[src/rtl/core/puct_pkg.sv]
// shared types and constants for the puct action selector
`default_nettype none
package puct_pkg;
  localparam int MAX_ACTIONS = 256;
  localparam int IDX_W       = $clog2(MAX_ACTIONS);
  localparam int CNT_W       = $clog2(MAX_ACTIONS + 1);
  localparam int TOTAL_W     = 28;
  localparam int RAD_W       = 46;
  localparam int ROOT_W      = RAD_W / 2;
  localparam int DVD_W       = 34;
  localparam int DVS_W       = 21;
  localparam int SCORE_W     = 36;
  localparam logic [TOTAL_W-1:0] TOTAL_MAX = '1;
  localparam logic [15:0] GAIN_RESET = 16'd5120;
  localparam logic signed [SCORE_W-1:0] BEST_START = -36'sd65536;

  typedef struct packed {
    logic signed [15:0] action_value;
    logic [19:0]        visit_count;
    logic [15:0]        prior_prob;
    logic signed [15:0] unvisited_estimate;
    logic               player_color;
    logic               turn_parity;
    logic               last_action;
  } in_word_t;

  typedef struct packed {
    logic [7:0] chosen_action;
    logic       none_found;
  } out_word_t;

  typedef struct packed {
    logic [15:0] value;
    logic [19:0] visits;
    logic [15:0] prior;
  } entry_t;

  typedef enum logic [3:0] {
    S_LOAD, S_SQRT, S_RD, S_MUL1, S_MUL2, S_DVS, S_DIV, S_NEXT, S_DONE
  } state_t;
endpackage
`default_nettype wire

[src/rtl/core/puct_sqrt.sv]
// digit-by-digit integer square root, one result bit per cycle
`default_nettype none
module puct_sqrt (
  input  wire logic                     clk,
  input  wire logic                     rst_n,
  input  wire logic                     start,
  input  wire logic [puct_pkg::RAD_W-1:0] radicand,
  output logic                          done,
  output logic [puct_pkg::ROOT_W-1:0]   root
);
  import puct_pkg::*;
  localparam int REM_W = ROOT_W + 4;
  localparam int STEP_W = $clog2(ROOT_W + 1);

  logic [RAD_W-1:0]  rad_r, rad_nxt;
  logic [ROOT_W-1:0] res_r, res_nxt;
  logic [REM_W-1:0]  rem_r, rem_nxt;
  logic [STEP_W-1:0] step_r, step_nxt;
  logic              busy_r, busy_nxt;
  logic              done_r, done_nxt;
  logic [REM_W-1:0]  shifted, trial;

  always_comb begin
    rad_nxt  = rad_r;
    res_nxt  = res_r;
    rem_nxt  = rem_r;
    step_nxt = step_r;
    busy_nxt = busy_r;
    done_nxt = 1'b0;
    shifted  = {rem_r[REM_W-3:0], rad_r[RAD_W-1 -: 2]};
    trial    = {2'b00, res_r, 2'b01};
    if (start) begin
      rad_nxt  = radicand;
      res_nxt  = '0;
      rem_nxt  = '0;
      step_nxt = STEP_W'(ROOT_W - 1);
      busy_nxt = 1'b1;
    end else if (busy_r) begin
      rad_nxt = {rad_r[RAD_W-3:0], 2'b00};
      if (shifted >= trial) begin
        rem_nxt = shifted - trial;
        res_nxt = {res_r[ROOT_W-2:0], 1'b1};
      end else begin
        rem_nxt = shifted;
        res_nxt = {res_r[ROOT_W-2:0], 1'b0};
      end
      if (step_r == '0) begin
        busy_nxt = 1'b0;
        done_nxt = 1'b1;
      end else begin
        step_nxt = step_r - 1'b1;
      end
    end
  end

  always_ff @(posedge clk) begin
    if (!rst_n) begin
      busy_r <= 1'b0;
      done_r <= 1'b0;
    end else begin
      busy_r <= busy_nxt;
      done_r <= done_nxt;
    end
    rad_r  <= rad_nxt;
    res_r  <= res_nxt;
    rem_r  <= rem_nxt;
    step_r <= step_nxt;
  end

  assign done = done_r;
  assign root = res_r;
endmodule
`default_nettype wire

[config.mk]
export PLATFORM = sky130hd
export DESIGN_NAME = puct_sqrt
export DESIGN_NICKNAME = d
export VERILOG_FILES = /design/src/rtl/core/puct_pkg.sv /design/src/rtl/core/puct_sqrt.sv
export SDC_FILE = /design/constraint.sdc
export NUM_CORES = 1
export LEC_CHECK = 0
export BUFFER_PORTS_ARGS = -buffer_cell sky130_fd_sc_hd__buf_2
export CAP_MARGIN = 20
export CORE_ASPECT_RATIO = 1.25
export CORE_MARGIN = 2
export CORE_UTILIZATION = 58
export CTS_CLUSTER_SIZE = 10
export DETAILED_ROUTE_END_ITERATION = 8
export PLACE_DENSITY_LB_ADDON = 0.05
export RECOVER_POWER = 50
export SLEW_MARGIN = 40
export SYNTH_ARGS = -nofsm -noshare
export SYNTH_HDL_FRONTEND = slang
export SYNTH_SLANG_ARGS = --single-unit
[constraint.sdc]
create_clock -name clk -period 3.2 [get_ports clk]
set_input_delay 0 -clock clk [delete_from_list [all_inputs] [get_ports clk]]
set_output_delay 0 -clock clk [all_outputs]
set_load 0.05 [all_outputs]
==> results_dict.tcl <==
set metrics [dict create \
    status "finished with violations" \
    violations "max-capacitance violations, max-slew violations" \
    layout_min_cycle_time_ns 2.930 \
    r2r_cells 10 \
    regArea_mm2 0.002484 \
    syn_inst 538 \
    clk_latency_ns 0.34 \
    cts_tree "yes" \
    cp-end-kind "flip-flop" \
    n_fill_cell 667 \
    antenna_found_initial 1 \
    syn_area_per_cell_um2 10.28 \
    critPathKind "flip-flop to flip-flop" \
    synth_fp_nets 613 \
    dpl_worst_slack_ns 0.3137 \
    cts_buffer_depth 2 \
    wl_per_cell_um 17.56 \
    synth_area_mm2 0.005530 \
    synth_cell_type_count 53 \
    min_path_type "input port to flip-flop" \
    postLayoutCellArea_mm2 0.006758 \
    htree_levels 3 \
    setup_violations 0 \
    grt_pass1_wl_mm 22.18 \
    clockRootBuffer "clkbuf_16" \
    die-area_mm2 0.01034 \
    die_h_um 113.2 \
    gp_congestion 0.8820 \
    vias 4468 \
    power.leakage_uw 0.002675 \
    vias_per_cell 5.750 \
    drv_slew 36 \
    ys_ff_latch 101 \
    reg2reg_from "root[7]$_SDFFE_PP0P_" \
    synth_common_cells "dfxtp_1, nor2_1, edfxtp_1, mux2_2, inv_1" \
    synth-async-reset-ratio 0 \
    peakVddDrop_uv 407.1 \
    drc 0 \
    port_buffers 72 \
    synth_top_cell_area_share 0.2498 \
    yosysWarnings 0 \
    slew_headroom -0.2491 \
    synthFlopType "dfxtp_1" \
    clock-sinks 101 \
    critical_path.startpoint "root[7]$_SDFFE_PP0P_" \
    skew_ns 0.008553 \
    grt_overflow 0 \
    coreArea_mm2 0.009223 \
    wirelength_mm 13.64 \
    rsz0062_at_grt "no" \
    layout.nets 724 \
    synth_top_area_cell "edfxtp_1" \
    ys_top_cells_by_area "edfxtp_1, dfxtp_1, mux2_2" \
    num_rows 39 \
    place_hpwl_mm 8.702 \
    area_delta_synth_final_pct 22.19 \
    grt_max_degree 51 \
    fmax_mhz 341.3 \
    report.final.hold_viol_count 0 \
    min_from "rst_n" \
    dr.first_iter.drc_count 229 \
    tightest_slew_ns 1.874 \
    cap_violations 1 \
    fin_tns_setup_ns 0 \
    dr.pass1.iters 4 \
    postPlaceCellArea_mm2 0.006005 \
    crit_required_ns 3.48 \
    cts_made_buffers 9 \
    arrival_ns 3.21 \
    path_clk_slew_ns 0.07 \
    synth_edf_count 46 \
    multi_input_area_mm2 0.002780 \
    ioPinCount 73 \
    cts_setup_buffers 0 \
    grt_pass1_vias 4631 \
    ys_seq_area_frac 0.4489 \
    grt_use_total 0.2728 \
    fp.dieW_um 91.34 \
    pwr_density_cell_mw_per_mm2 877.0 \
    detail-route-antenna-nets 0 \
    period_share 0.9157 \
    start_util 0.5996 \
    yosysMostFrequentCell "dfxtp_1" \
    start_kind "flip-flop" \
    worst-path-max-fanout 15 \
    min_path_cells 3 \
    drive_gt1_frac 0.1899 \
    setup_slack_ns 0.2699 \
]
==> placed cells by master, fill, tap and decap left out, types with 6 or more instances in the layout <==
master	Yosys	layout
xnor2_1	19	19
a211oi_1	12	12
clkbuf_1	13	26
nand4_1	6	6
mux2i_1	34	34
nand2_1	33	33
nor2b_1	10	10
a21oi_1	24	24
mux2_2	46	45
nand2b_1	6	6
dfxtp_1	55	54
a32oi_1	11	11
dlygate4sd3_1	0	47
buf_2	3	47
o21ai_0	27	27
nand3_1	9	9
ha_1	26	26
clkbuf_16	0	9
nor2_1	51	51
buf_4	3	7
o31ai_1	9	9
edfxtp_1	46	46
inv_1	35	34
==> cell type report <==
| class | instances | area share |
|---|---|---|
| Tap cell | 123 | 0.02277 |
| Multi-Input combinational cell | 374 | 0.4114 |
| Clock buffer | 10 | 0.03388 |
| Clock inverter | 5 | 0.01222 |
| Inverter | 35 | 0.01981 |
| Sequential cell | 101 | 0.3675 |
| Timing Repair Buffer | 128 | 0.1320 |
| Antenna cell | 1 | 0.0003703 |
==> registers in the layout (all words and copies together) (netlist names) <==
signal,count
root,23
rad_r,46
done,1
busy_r,1
rem_r,25
step_r,5
==> path summary, 6_finish.rpt <==
kind,to,slack [ns]
setup / recovery,rem_r[17]$_SDFFE_PP0P_,0.27
hold / removal,busy_r$_SDFF_PN0_,0.44
setup reg to reg,rem_r[17]$_SDFFE_PP0P_,0.27
hold reg to reg,rem_r[0]$_SDFFE_PP0P_,0.49
==> stage by stage <==
step                total power [µW]    util  cells  hold slack [ns]
finish                          5926  0.7327    777           0.4404
floorplan                       4026       -    538           0.1176
global route                    6302  0.7327    777           0.4617
detailed placement              4699  0.6511    714           0.2312
global placement                4672  0.6508    714           0.2394
CTS                             5912  0.7359    776           0.2222
==> per-layer routing <==
layer	track usage	vias up	wire length, µm
met1	0.3245	2155	5851
met4	0.1303	0	303
met5	0	-	0
met3	0.04461	27	492
li1	-	2185	-
met2	0.4805	101	6995
==> where the power goes <==
group          switching, µW  internal, µW  leakage, µW  total (µW)
Combinational           1710          1410      0.00161        3120
Sequential               116          1530     0.000912        1650
Clock                    477           686     0.000153        1160
Total                   2300          3620      0.00267        5930
==> what timing repair did <==
action                                 4_1_cts  5_1_grt
gates resized for setup                      0        0
endpoints found under the hold margin       48        0
hold buffers                                47        0
==> worst max-delay path, stage by stage (launching register included) <==
cell and delay [ns]:
dfxtp_1 0.40, inv_1 0.07, ha_1 0.46, nand4_1 0.17
a211oi_1 0.25, o22ai_2 0.14, o41ai_4 0.39, a211oi_4 0.20
buf_12 0.21, or4_1 0.52, nand2_1 0.06
==> cell families (layout without fill, tap and decap cells) <==
kind of cell | after synthesis | count (layout) | share of synthesized area
xor+xnor | 23 | 23 | 0.03642
other cells | 0 | 1 | 0
compound gates | 114 | 114 | 0.1437
buf+inv | 63 | 178 | 0.04842
fa+ha+maj | 26 | 26 | 0.05882
simple gates | 131 | 131 | 0.1086
mux | 80 | 80 | 0.1552
flops | 101 | 101 | 0.4489
(Power assumes the default switching activity.)
