===== config.mk =====
export PLATFORM = sky130hd
export DESIGN_NAME = puct_div
export DESIGN_NICKNAME = d
export VERILOG_FILES = /design/src/rtl/core/puct_pkg.sv /design/src/rtl/core/puct_div.sv
export SDC_FILE = /design/constraint.sdc
export NUM_CORES = 1
export LEC_CHECK = 0
export ABC_AREA = 0
export BUFFER_PORTS_ARGS = -buffer_cell sky130_fd_sc_hd__buf_2
export CELL_PAD_IN_SITES_DETAIL_PLACEMENT = 0
export CELL_PAD_IN_SITES_GLOBAL_PLACEMENT = 1
export CORE_MARGIN = 2
export CORE_UTILIZATION = 39
export CTS_CLUSTER_DIAMETER = 150
export CTS_CLUSTER_SIZE = 16
export DETAILED_ROUTE_END_ITERATION = 10
export GPL_ROUTABILITY_DRIVEN = 0
export PLACE_DENSITY = 0.77
export SYNTH_ARGS = -nofsm -noshare
export SYNTH_HDL_FRONTEND = slang
export SYNTH_SLANG_ARGS = --single-unit

===== constraint.sdc =====
create_clock -name clk -period 2.9 [get_ports clk]
set_clock_uncertainty 0.1 [all_clocks]
set_input_delay 0.725 -clock clk [delete_from_list [all_inputs] [get_ports clk]]
set_output_delay 0.725 -clock clk [all_outputs]
set_load 0.02 [all_outputs]

===== src/rtl/core/puct_pkg.sv =====
// shared types and constants for the puct action selector
`default_nettype none
package puct_pkg;
  localparam int MAX_ACTIONS = 256;
  localparam int IDX_W       = $clog2(MAX_ACTIONS);
  localparam int CNT_W       = $clog2(MAX_ACTIONS + 1);
  localparam int TOTAL_W     = 28;
  localparam int RAD_W       = 46;
  localparam int ROOT_W      = RAD_W / 2;
  localparam int DVD_W       = 34;
  localparam int DVS_W       = 21;
  localparam int SCORE_W     = 36;
  localparam logic [TOTAL_W-1:0] TOTAL_MAX = '1;
  localparam logic [15:0] GAIN_RESET = 16'd5120;
  localparam logic signed [SCORE_W-1:0] BEST_START = -36'sd65536;

  typedef struct packed {
    logic signed [15:0] action_value;
    logic [19:0]        visit_count;
    logic [15:0]        prior_prob;
    logic signed [15:0] unvisited_estimate;
    logic               player_color;
    logic               turn_parity;
    logic               last_action;
  } in_word_t;

  typedef struct packed {
    logic [7:0] chosen_action;
    logic       none_found;
  } out_word_t;

  typedef struct packed {
    logic [15:0] value;
    logic [19:0] visits;
    logic [15:0] prior;
  } entry_t;

  typedef enum logic [3:0] {
    S_LOAD, S_SQRT, S_RD, S_MUL1, S_MUL2, S_DVS, S_DIV, S_NEXT, S_DONE
  } state_t;
endpackage
`default_nettype wire


===== src/rtl/core/puct_div.sv =====
// restoring divider, one quotient bit per cycle
`default_nettype none
module puct_div (
  input  wire logic                     clk,
  input  wire logic                     rst_n,
  input  wire logic                     start,
  input  wire logic [puct_pkg::DVD_W-1:0] dividend,
  input  wire logic [puct_pkg::DVS_W-1:0] divisor,
  output logic                          done,
  output logic [puct_pkg::DVD_W-1:0]    quotient
);
  import puct_pkg::*;
  localparam int REM_W = DVS_W + 1;
  localparam int STEP_W = $clog2(DVD_W + 1);

  logic [DVD_W-1:0]  q_r, q_nxt;
  logic [REM_W-1:0]  rem_r, rem_nxt;
  logic [DVS_W-1:0]  d_r, d_nxt;
  logic [STEP_W-1:0] step_r, step_nxt;
  logic              busy_r, busy_nxt;
  logic              done_r, done_nxt;
  logic [REM_W-1:0]  shifted;

  always_comb begin
    q_nxt    = q_r;
    rem_nxt  = rem_r;
    d_nxt    = d_r;
    step_nxt = step_r;
    busy_nxt = busy_r;
    done_nxt = 1'b0;
    shifted  = {rem_r[REM_W-2:0], q_r[DVD_W-1]};
    if (start) begin
      q_nxt    = dividend;
      rem_nxt  = '0;
      d_nxt    = divisor;
      step_nxt = STEP_W'(DVD_W - 1);
      busy_nxt = 1'b1;
    end else if (busy_r) begin
      if (shifted >= {1'b0, d_r}) begin
        rem_nxt = shifted - {1'b0, d_r};
        q_nxt   = {q_r[DVD_W-2:0], 1'b1};
      end else begin
        rem_nxt = shifted;
        q_nxt   = {q_r[DVD_W-2:0], 1'b0};
      end
      if (step_r == '0) begin
        busy_nxt = 1'b0;
        done_nxt = 1'b1;
      end else begin
        step_nxt = step_r - 1'b1;
      end
    end
  end

  always_ff @(posedge clk) begin
    if (!rst_n) begin
      busy_r <= 1'b0;
      done_r <= 1'b0;
    end else begin
      busy_r <= busy_nxt;
      done_r <= done_nxt;
    end
    q_r    <= q_nxt;
    rem_r  <= rem_nxt;
    d_r    <= d_nxt;
    step_r <= step_nxt;
  end

  assign done     = done_r;
  assign quotient = q_r;
endmodule
`default_nettype wire


==> results of run 1 <==
what timing repair did:
item | in CTS | in global routing
pin swaps | 1 | 15
setup buffers | 1 | 3
gates resized for setup | 2 | 22
endpoints found under the hold margin | 0 | 0
endpoints found under the setup margin | 21 | 21
stage by stage:
stage / setup TNS, ns / setup WS (ns)
6_report: -0.0703 / -0.0396
3_5_place_dp: -0.775 / -0.110
3_3_place_gp: -0.0236 / -0.0188
4_1_cts: 0 / 0.000758
2_1_floorplan: -1.06 / -0.0956
5_1_grt: -1.98 / -0.142
layout by cell type (no fill, tap or decap), drive strengths merged, types with 14 or more instances in the layout:
master and count:
ha 23, mux2 35, nor2 28, a211oi 17
a21oi 21, inv 32, dfxtp 29, buf 109
nand2 22, edfxtp 55, mux2i 14
sequential cells by signal, indices dropped and copies added, names as in the netlist:
| signal | cells |
|---|---|
| rem_r | 21 |
| step_r | 6 |
| d_r | 21 |
| done | 1 |
| quotient | 34 |
| busy_r | 1 |
power by group:
group	total (mW)	internal, mW	switching [mW]	leakage, nW
sequential	1.46	1.39	0.0622	0.786
clock	1.14	0.667	0.472	0.137
combinational	0.683	0.306	0.377	1.53
total	3.28	2.37	0.912	2.46
cell families (layout without fill, tap and decap cells):
kind of cell / count (synthesis) / in the layout
AO/OA/AOI/OAI: 81 / 81
XOR/XNOR: 23 / 23
adder cells (fa/ha/maj): 24 / 24
buffers and inverters: 46 / 156
flip-flops: 84 / 84
multiplexers: 49 / 49
AND/OR/NAND/NOR: 80 / 80
worst min-delay path by stage:
stage,slack [ns],to,startpoint,cells after the start
after floorplan,0.35,rem_r[20],rem_r[20],2
after global placement,0.39,step_r[5],step_r[5],2
after detailed placement,0.40,rem_r[13],rem_r[12],2
after CTS,0.41,rem_r[13],rem_r[12],2
after global routing,0.43,rem_r[9],rem_r[9],2
final,0.41,rem_r[15],rem_r[15],2
layout make-up:
cell class,instances,area [µm²],share of cell area
Clock buffer,10,229,0.0414
Clock inverter,6,63.8,0.0115
Inverter,31,116,0.0211
Multi-Input combinational cell,257,2100,0.379
Sequential cell,84,2230,0.404
Tap cell,140,175,0.0317
Timing Repair Buffer,109,614,0.111
critical path, stage by stage, from the launching register on:
cell and delay [ns]:
sky130_fd_sc_hd__edfxtp_1 0.39, sky130_fd_sc_hd__inv_2 0.09, sky130_fd_sc_hd__ha_4 0.13, sky130_fd_sc_hd__inv_2 0.04, sky130_fd_sc_hd__fa_2 0.36, sky130_fd_sc_hd__a21o_1 0.23
sky130_fd_sc_hd__a221oi_4 0.30, sky130_fd_sc_hd__o21ba_4 0.18, sky130_fd_sc_hd__o211ai_4 0.08, sky130_fd_sc_hd__a211oi_4 0.29, sky130_fd_sc_hd__buf_6 0.17, sky130_fd_sc_hd__mux2_4 0.30
sky130_fd_sc_hd__a21o_1 0.17
routing by layer:
metal | wire, µm | vias to the layer above
li1 | - | 1621
met1 | 4230 | 1512
met2 | 4510 | 58
met3 | 436 | 18
met4 | 248 | 0
met5 | 0 | -
==> impl_metrics.tcl, run 1 <==
set metrics [dict create \
    run_status "finished with violations" \
    violations_in_the_final_reports "negative setup slack" \
    cts_num_sinks 84 \
    route.vias.total 3209 \
    tightest_slew_ns 0.795 \
    crit_start "quotient[33]" \
    drv_cap 0 \
    syn_nets 469 \
    dr.first_iter.drc_count 137 \
    post_synth_and_or_nand_nor_area_fraction 0.0849 \
    timing_worst_setup_path_type "flip-flop to flip-flop" \
    max_freq_mhz 340 \
    synth_warnings 0 \
    worstPathArrival_ns 3.08 \
    die_height_um 111 \
    flow.area_growth_from_synthesis_pct 24.6 \
    final_core_utilization 0.503 \
    ys_top_cells_by_area "sky130_fd_sc_hd__edfxtp_1 37%, sky130_fd_sc_hd__dfxtp_1 13%, sky130_fd_sc_hd__mux2_2 8.6%" \
    pin_count_of_the_biggest_net_entering_global_routing 45 \
    synthMostInstantiatedCell "sky130_fd_sc_hd__edfxtp_1" \
    synth_top_cells_by_count "55 x sky130_fd_sc_hd__edfxtp_1, 34 x sky130_fd_sc_hd__mux2_2, 31 x sky130_fd_sc_hd__inv_1" \
    synth-seq-cells 84 \
    placement.cell_area_um2 5120 \
    layout.filler_cells 1017 \
    yosysSeqAreaShare 0.503 \
    grt_most_used_layer "met2" \
    gr-usage-met1 0.190 \
    fin_area_um2 5530 \
    yosys.cell_types.count 49 \
    worstReg2RegEnd "rem_r[2]" \
    power.leakage_nw 2.46 \
    relSlewSlack 0.469 \
    core_region_area_um2 11000 \
    place.detailed.instances 617 \
    grt_use_total 0.160 \
    grt_pass1_vias 3436 \
    routed_wl_mm 9.42 \
    critical_path_required_ns 3.04 \
    finalHoldViolations 0 \
    share_of_final_layout_standard_cells_stronger_than_drive_strength_1 0.360 \
    whs_ns 0.408 \
    detail_route.drc_violations 0 \
    irDropWorstVdd_mv 0.343 \
    holdBufCountCts 0 \
    mappedNetlistArea_um2 4440 \
    syn_area_per_cell_um2 11.5 \
    hpwlAfterDp_mm 6.70 \
    critical_path.endpoint "rem_r[2]" \
    max_root_sink_buffers 2 \
    pin_count 93 \
    synth_cells 387 \
    drt-pass1-iter-count 4 \
    met2_usage 0.269 \
    final-max-slew-violation-count 0 \
    post_drt_via_cell_ratio 5.04 \
    crit_fanout 5 \
    synth-adder-area-share 0.0694 \
    num-nets-final 574 \
    report.final.setup_viol 3 \
    post_route_setup_slack_ns -0.0396 \
    powerDensity_nw_per_um2 593 \
    io_buffer_count 92 \
    diode_insertion_count_for_antenna_repair 0 \
    synth_enable_flop_cells 55 \
    cts_buffers 9 \
    worstSkewPairLatency_ns 0.34 \
    rrSetupSlack_ns -0.04 \
    clock_tree.htree_level_count 3 \
    core.rowCount 38 \
    grt_antenna_before_repair 0 \
    post-layout-total-power_mw 3.28 \
    clk_pin_slew_ns 0.06 \
    worst_r2r_startpoint "quotient[33]" \
    startpoint_type_of_the_worst_setup_path "flip-flop" \
    final.period_utilization 1.01 \
    synth_xor_xnor_area_share 0.0454 \
    worst_reg2reg_path_length_in_cells 12 \
    synth.top_cell.area_share 0.372 \
    floorplan.die.width_um 111 \
    synth_top_family_by_area "compound AO/OA/AOI/OAI gates" \
    endpoint_type_of_the_worst_setup_path "flip-flop" \
    period_minus_slack_ns 2.94 \
    globalRoute.totalOverflow 0 \
    drt.antenna.violating_nets 0 \
    clk_root_buffer_cell "sky130_fd_sc_hd__clkbuf_16" \
    fin_cells 637 \
    synth_top_cell_by_area "sky130_fd_sc_hd__edfxtp_1" \
    yosys-mux-area-fraction 0.120 \
    groute.layer.met3.usage 0.0412 \
    initial_utilization 0.404 \
    rsz0062_at_grt "yes" \
    min_path_type "flip-flop to flip-flop" \
    fp.dieArea_um2 12200 \
    cts_tree "yes" \
    async_sr_flop_fraction 0 \
    grt_pass1_wl_mm 16.0 \
    detail_route.wl_per_cell_um 14.8 \
    synth_top_flop_cell "sky130_fd_sc_hd__edfxtp_1" \
    synth_area_in_compound_gates 0.133 \
]
Power figures use the tool's default switching activity.
==> run 2, diff against run 1 <==
--- a/config.mk
+++ b/config.mk
@@ -5,7 +5,6 @@
 export SDC_FILE = /design/constraint.sdc
 export NUM_CORES = 1
 export LEC_CHECK = 0
-export ABC_AREA = 0
 export BUFFER_PORTS_ARGS = -buffer_cell sky130_fd_sc_hd__buf_2
 export CELL_PAD_IN_SITES_DETAIL_PLACEMENT = 0
 export CELL_PAD_IN_SITES_GLOBAL_PLACEMENT = 1
@@ -15,7 +14,7 @@
 export CTS_CLUSTER_SIZE = 16
 export DETAILED_ROUTE_END_ITERATION = 10
 export GPL_ROUTABILITY_DRIVEN = 0
-export PLACE_DENSITY = 0.77
+export PLACE_DENSITY_LB_ADDON = 0.1
 export SYNTH_ARGS = -nofsm -noshare
 export SYNTH_HDL_FRONTEND = slang
 export SYNTH_SLANG_ARGS = --single-unit
==> impl_metrics.tcl, run 2 (same netlist as run 1, synthesis figures left out) <==
set metrics [dict create \
    run_status "finished, final reports clean" \
    worstReg2RegEnd "rem_r[0]" \
    critPathSlowestCell "sky130_fd_sc_hd__edfxtp_1" \
    worst_reg2reg_path_length_in_cells 12 \
    drt-pass1-iter-count 4 \
    post_drt_via_cell_ratio 4.98 \
    dr.first_iter.drc_count 127 \
    crit_path_largest_cell_delay_ns 0.39 \
    groute.layer.met3.usage 0.0549 \
    cts_num_sinks 84 \
    cts_buffers 9 \
    worst_r2r_startpoint "quotient[33]" \
    clk_pin_slew_ns 0.07 \
    grt_antenna_before_repair 1 \
    powerDensity_nw_per_um2 598 \
    timing.setup.tns_ns 0 \
    critical_path.endpoint "rem_r[0]" \
    rsz0062_at_grt "yes" \
    finalHoldViolations 0 \
    hpwlAfterDp_mm 6.69 \
    whs_ns 0.401 \
    clock_tree.htree_level_count 3 \
    critical_path_required_ns 3.07 \
    irDropWorstVdd_mv 0.363 \
    max_root_sink_buffers 2 \
    most_frequent_standard_cell_in_the_layout_excluding_fill_and_tap_cells "sky130_fd_sc_hd__buf_2" \
    io_buffer_count 92 \
    core_region_area_um2 11000 \
    pin_count_of_the_biggest_net_entering_global_routing 40 \
    floorplan.die.width_um 111 \
    crit_fanout 5 \
    gr-usage-met1 0.210 \
    fp.dieArea_um2 12200 \
    clk_root_buffer_cell "sky130_fd_sc_hd__clkbuf_16" \
    critPathTopFamily "compound AO/OA/AOI/OAI gates" \
    endpoint_type_of_the_worst_setup_path "flip-flop" \
    diode_insertion_count_for_antenna_repair 0 \
    grt_pass1_vias 3224 \
    core.rowCount 38 \
    max_freq_mhz 348 \
    crit_start "quotient[33]" \
    worstSkewPairLatency_ns 0.35 \
    final-max-slew-violation-count 0 \
    grt_pass1_wl_mm 15.6 \
    flow.area_growth_from_synthesis_pct 24.1 \
    route.vias.total 3167 \
    crit_chain "inv_2 > ha_4 > inv_2 > fa_2 > a21o_1 > a221oi_4 > o21ba_4 > o211ai_4 > a211oi_4 > buf_6 > mux2_4 > a211oi_2" \
    met2_usage 0.245 \
    rrSetupSlack_ns 0.03 \
    globalRoute.totalOverflow 0 \
    detail_route.wl_per_cell_um 14.4 \
    cts_tree "yes" \
    largest_reg_flops 34 \
    final.period_utilization 0.990 \
    drt.antenna.violating_nets 0 \
    detail_route.drc_violations 0 \
    num-nets-final 573 \
    library_cell_appearing_most_often_on_the_critical_path "sky130_fd_sc_hd__inv_2" \
    grt_use_total 0.158 \
    drv_cap 0 \
    share_of_final_layout_standard_cells_stronger_than_drive_strength_1 0.353 \
    routed_wl_mm 9.17 \
    number_of_buffer_and_inverter_instances_along_the_worst_setup_path 3 \
    tightest_slew_ns 0.495 \
    min_path_type "flip-flop to flip-flop" \
    grt_most_used_layer "met2" \
    period_minus_slack_ns 2.87 \
    power.leakage_nw 2.44 \
    initial_utilization 0.404 \
    relSlewSlack 0.667 \
    cp_num_cells 12 \
    report.final.setup_viol 0 \
    worstPathArrival_ns 3.04 \
    most-common-layout-cells "91 x sky130_fd_sc_hd__buf_2, 55 x sky130_fd_sc_hd__edfxtp_1, 33 x sky130_fd_sc_hd__mux2_2, 29 x sky130_fd_sc_hd__inv_1, 29 x sky130_fd_sc_hd__dfxtp_1" \
    die_height_um 111 \
    pin_count 93 \
    timing_worst_setup_path_type "flip-flop to flip-flop" \
    startpoint_type_of_the_worst_setup_path "flip-flop" \
]
-- run 2: what timing repair did --
| action | in CTS | in global routing |
|---|---|---|
| setup buffers | 1 | 1 |
| endpoints found under the setup margin | 13 | 21 |
| hold buffers | 0 | 0 |
| resized for setup | 1 | 13 |
| endpoints found under the hold margin | 0 | 0 |
| pin swaps | 1 | 9 |
-- run 2: area by class of cell --
class,count,area (µm²)
Clock buffer,9,225
Timing Repair Buffer,108,599
Tap cell,140,175
Inverter,31,116
Multi-Input combinational cell,257,2080
Sequential cell,84,2230
Clock inverter,7,76.3
Fill cell,1033,5480
-- run 2: worst min-delay path: stages, from the launching register on --
cell,delay [ns]
sky130_fd_sc_hd__dfxtp_1,0.33
sky130_fd_sc_hd__nand2_1,0.06
sky130_fd_sc_hd__a311oi_1,0.07
-- run 2: worst min path at each step --
stage                         start   endpoint  slack, ns  depth (start not counted)
after floorplan           rem_r[20]  rem_r[20]       0.35                          2
after global placement    rem_r[12]  rem_r[13]       0.39                          2
after detailed placement  rem_r[20]  rem_r[20]       0.39                          2
after CTS                 rem_r[12]  rem_r[13]       0.40                          2
after global routing      rem_r[12]  rem_r[13]       0.43                          2
final                     rem_r[12]  rem_r[13]       0.40                          2
-- run 2: power by group --
group	leakage (nW)	internal [mW]	switching [mW]
sequential	0.786	1.39	0.0535
combinational	1.51	0.304	0.380
clock	0.142	0.671	0.493
-- run 2: through the flow --
step	utilization	total power, mW	area [µm²]	std cells	worst slack, ns
2_1_floorplan	-	1.93	4450	387	-0.0956
3_3_place_gp	0.467	2.13	5120	618	-0.00762
3_5_place_dp	0.467	2.13	5120	618	-0.0716
4_1_cts	0.495	3.32	5440	635	0.00356
5_1_grt	0.501	3.47	5510	636	-0.102
6_report	0.501	3.30	5510	636	0.0295
-- run 2: routing by layer --
metal / vias up / wire, µm / share of wire
met5: - / 11 / 0.0012
met4: 2 / 102 / 0.011
met3: 12 / 418 / 0.046
met2: 56 / 4320 / 0.47
met1: 1474 / 4320 / 0.47
li1: 1623 / - / -
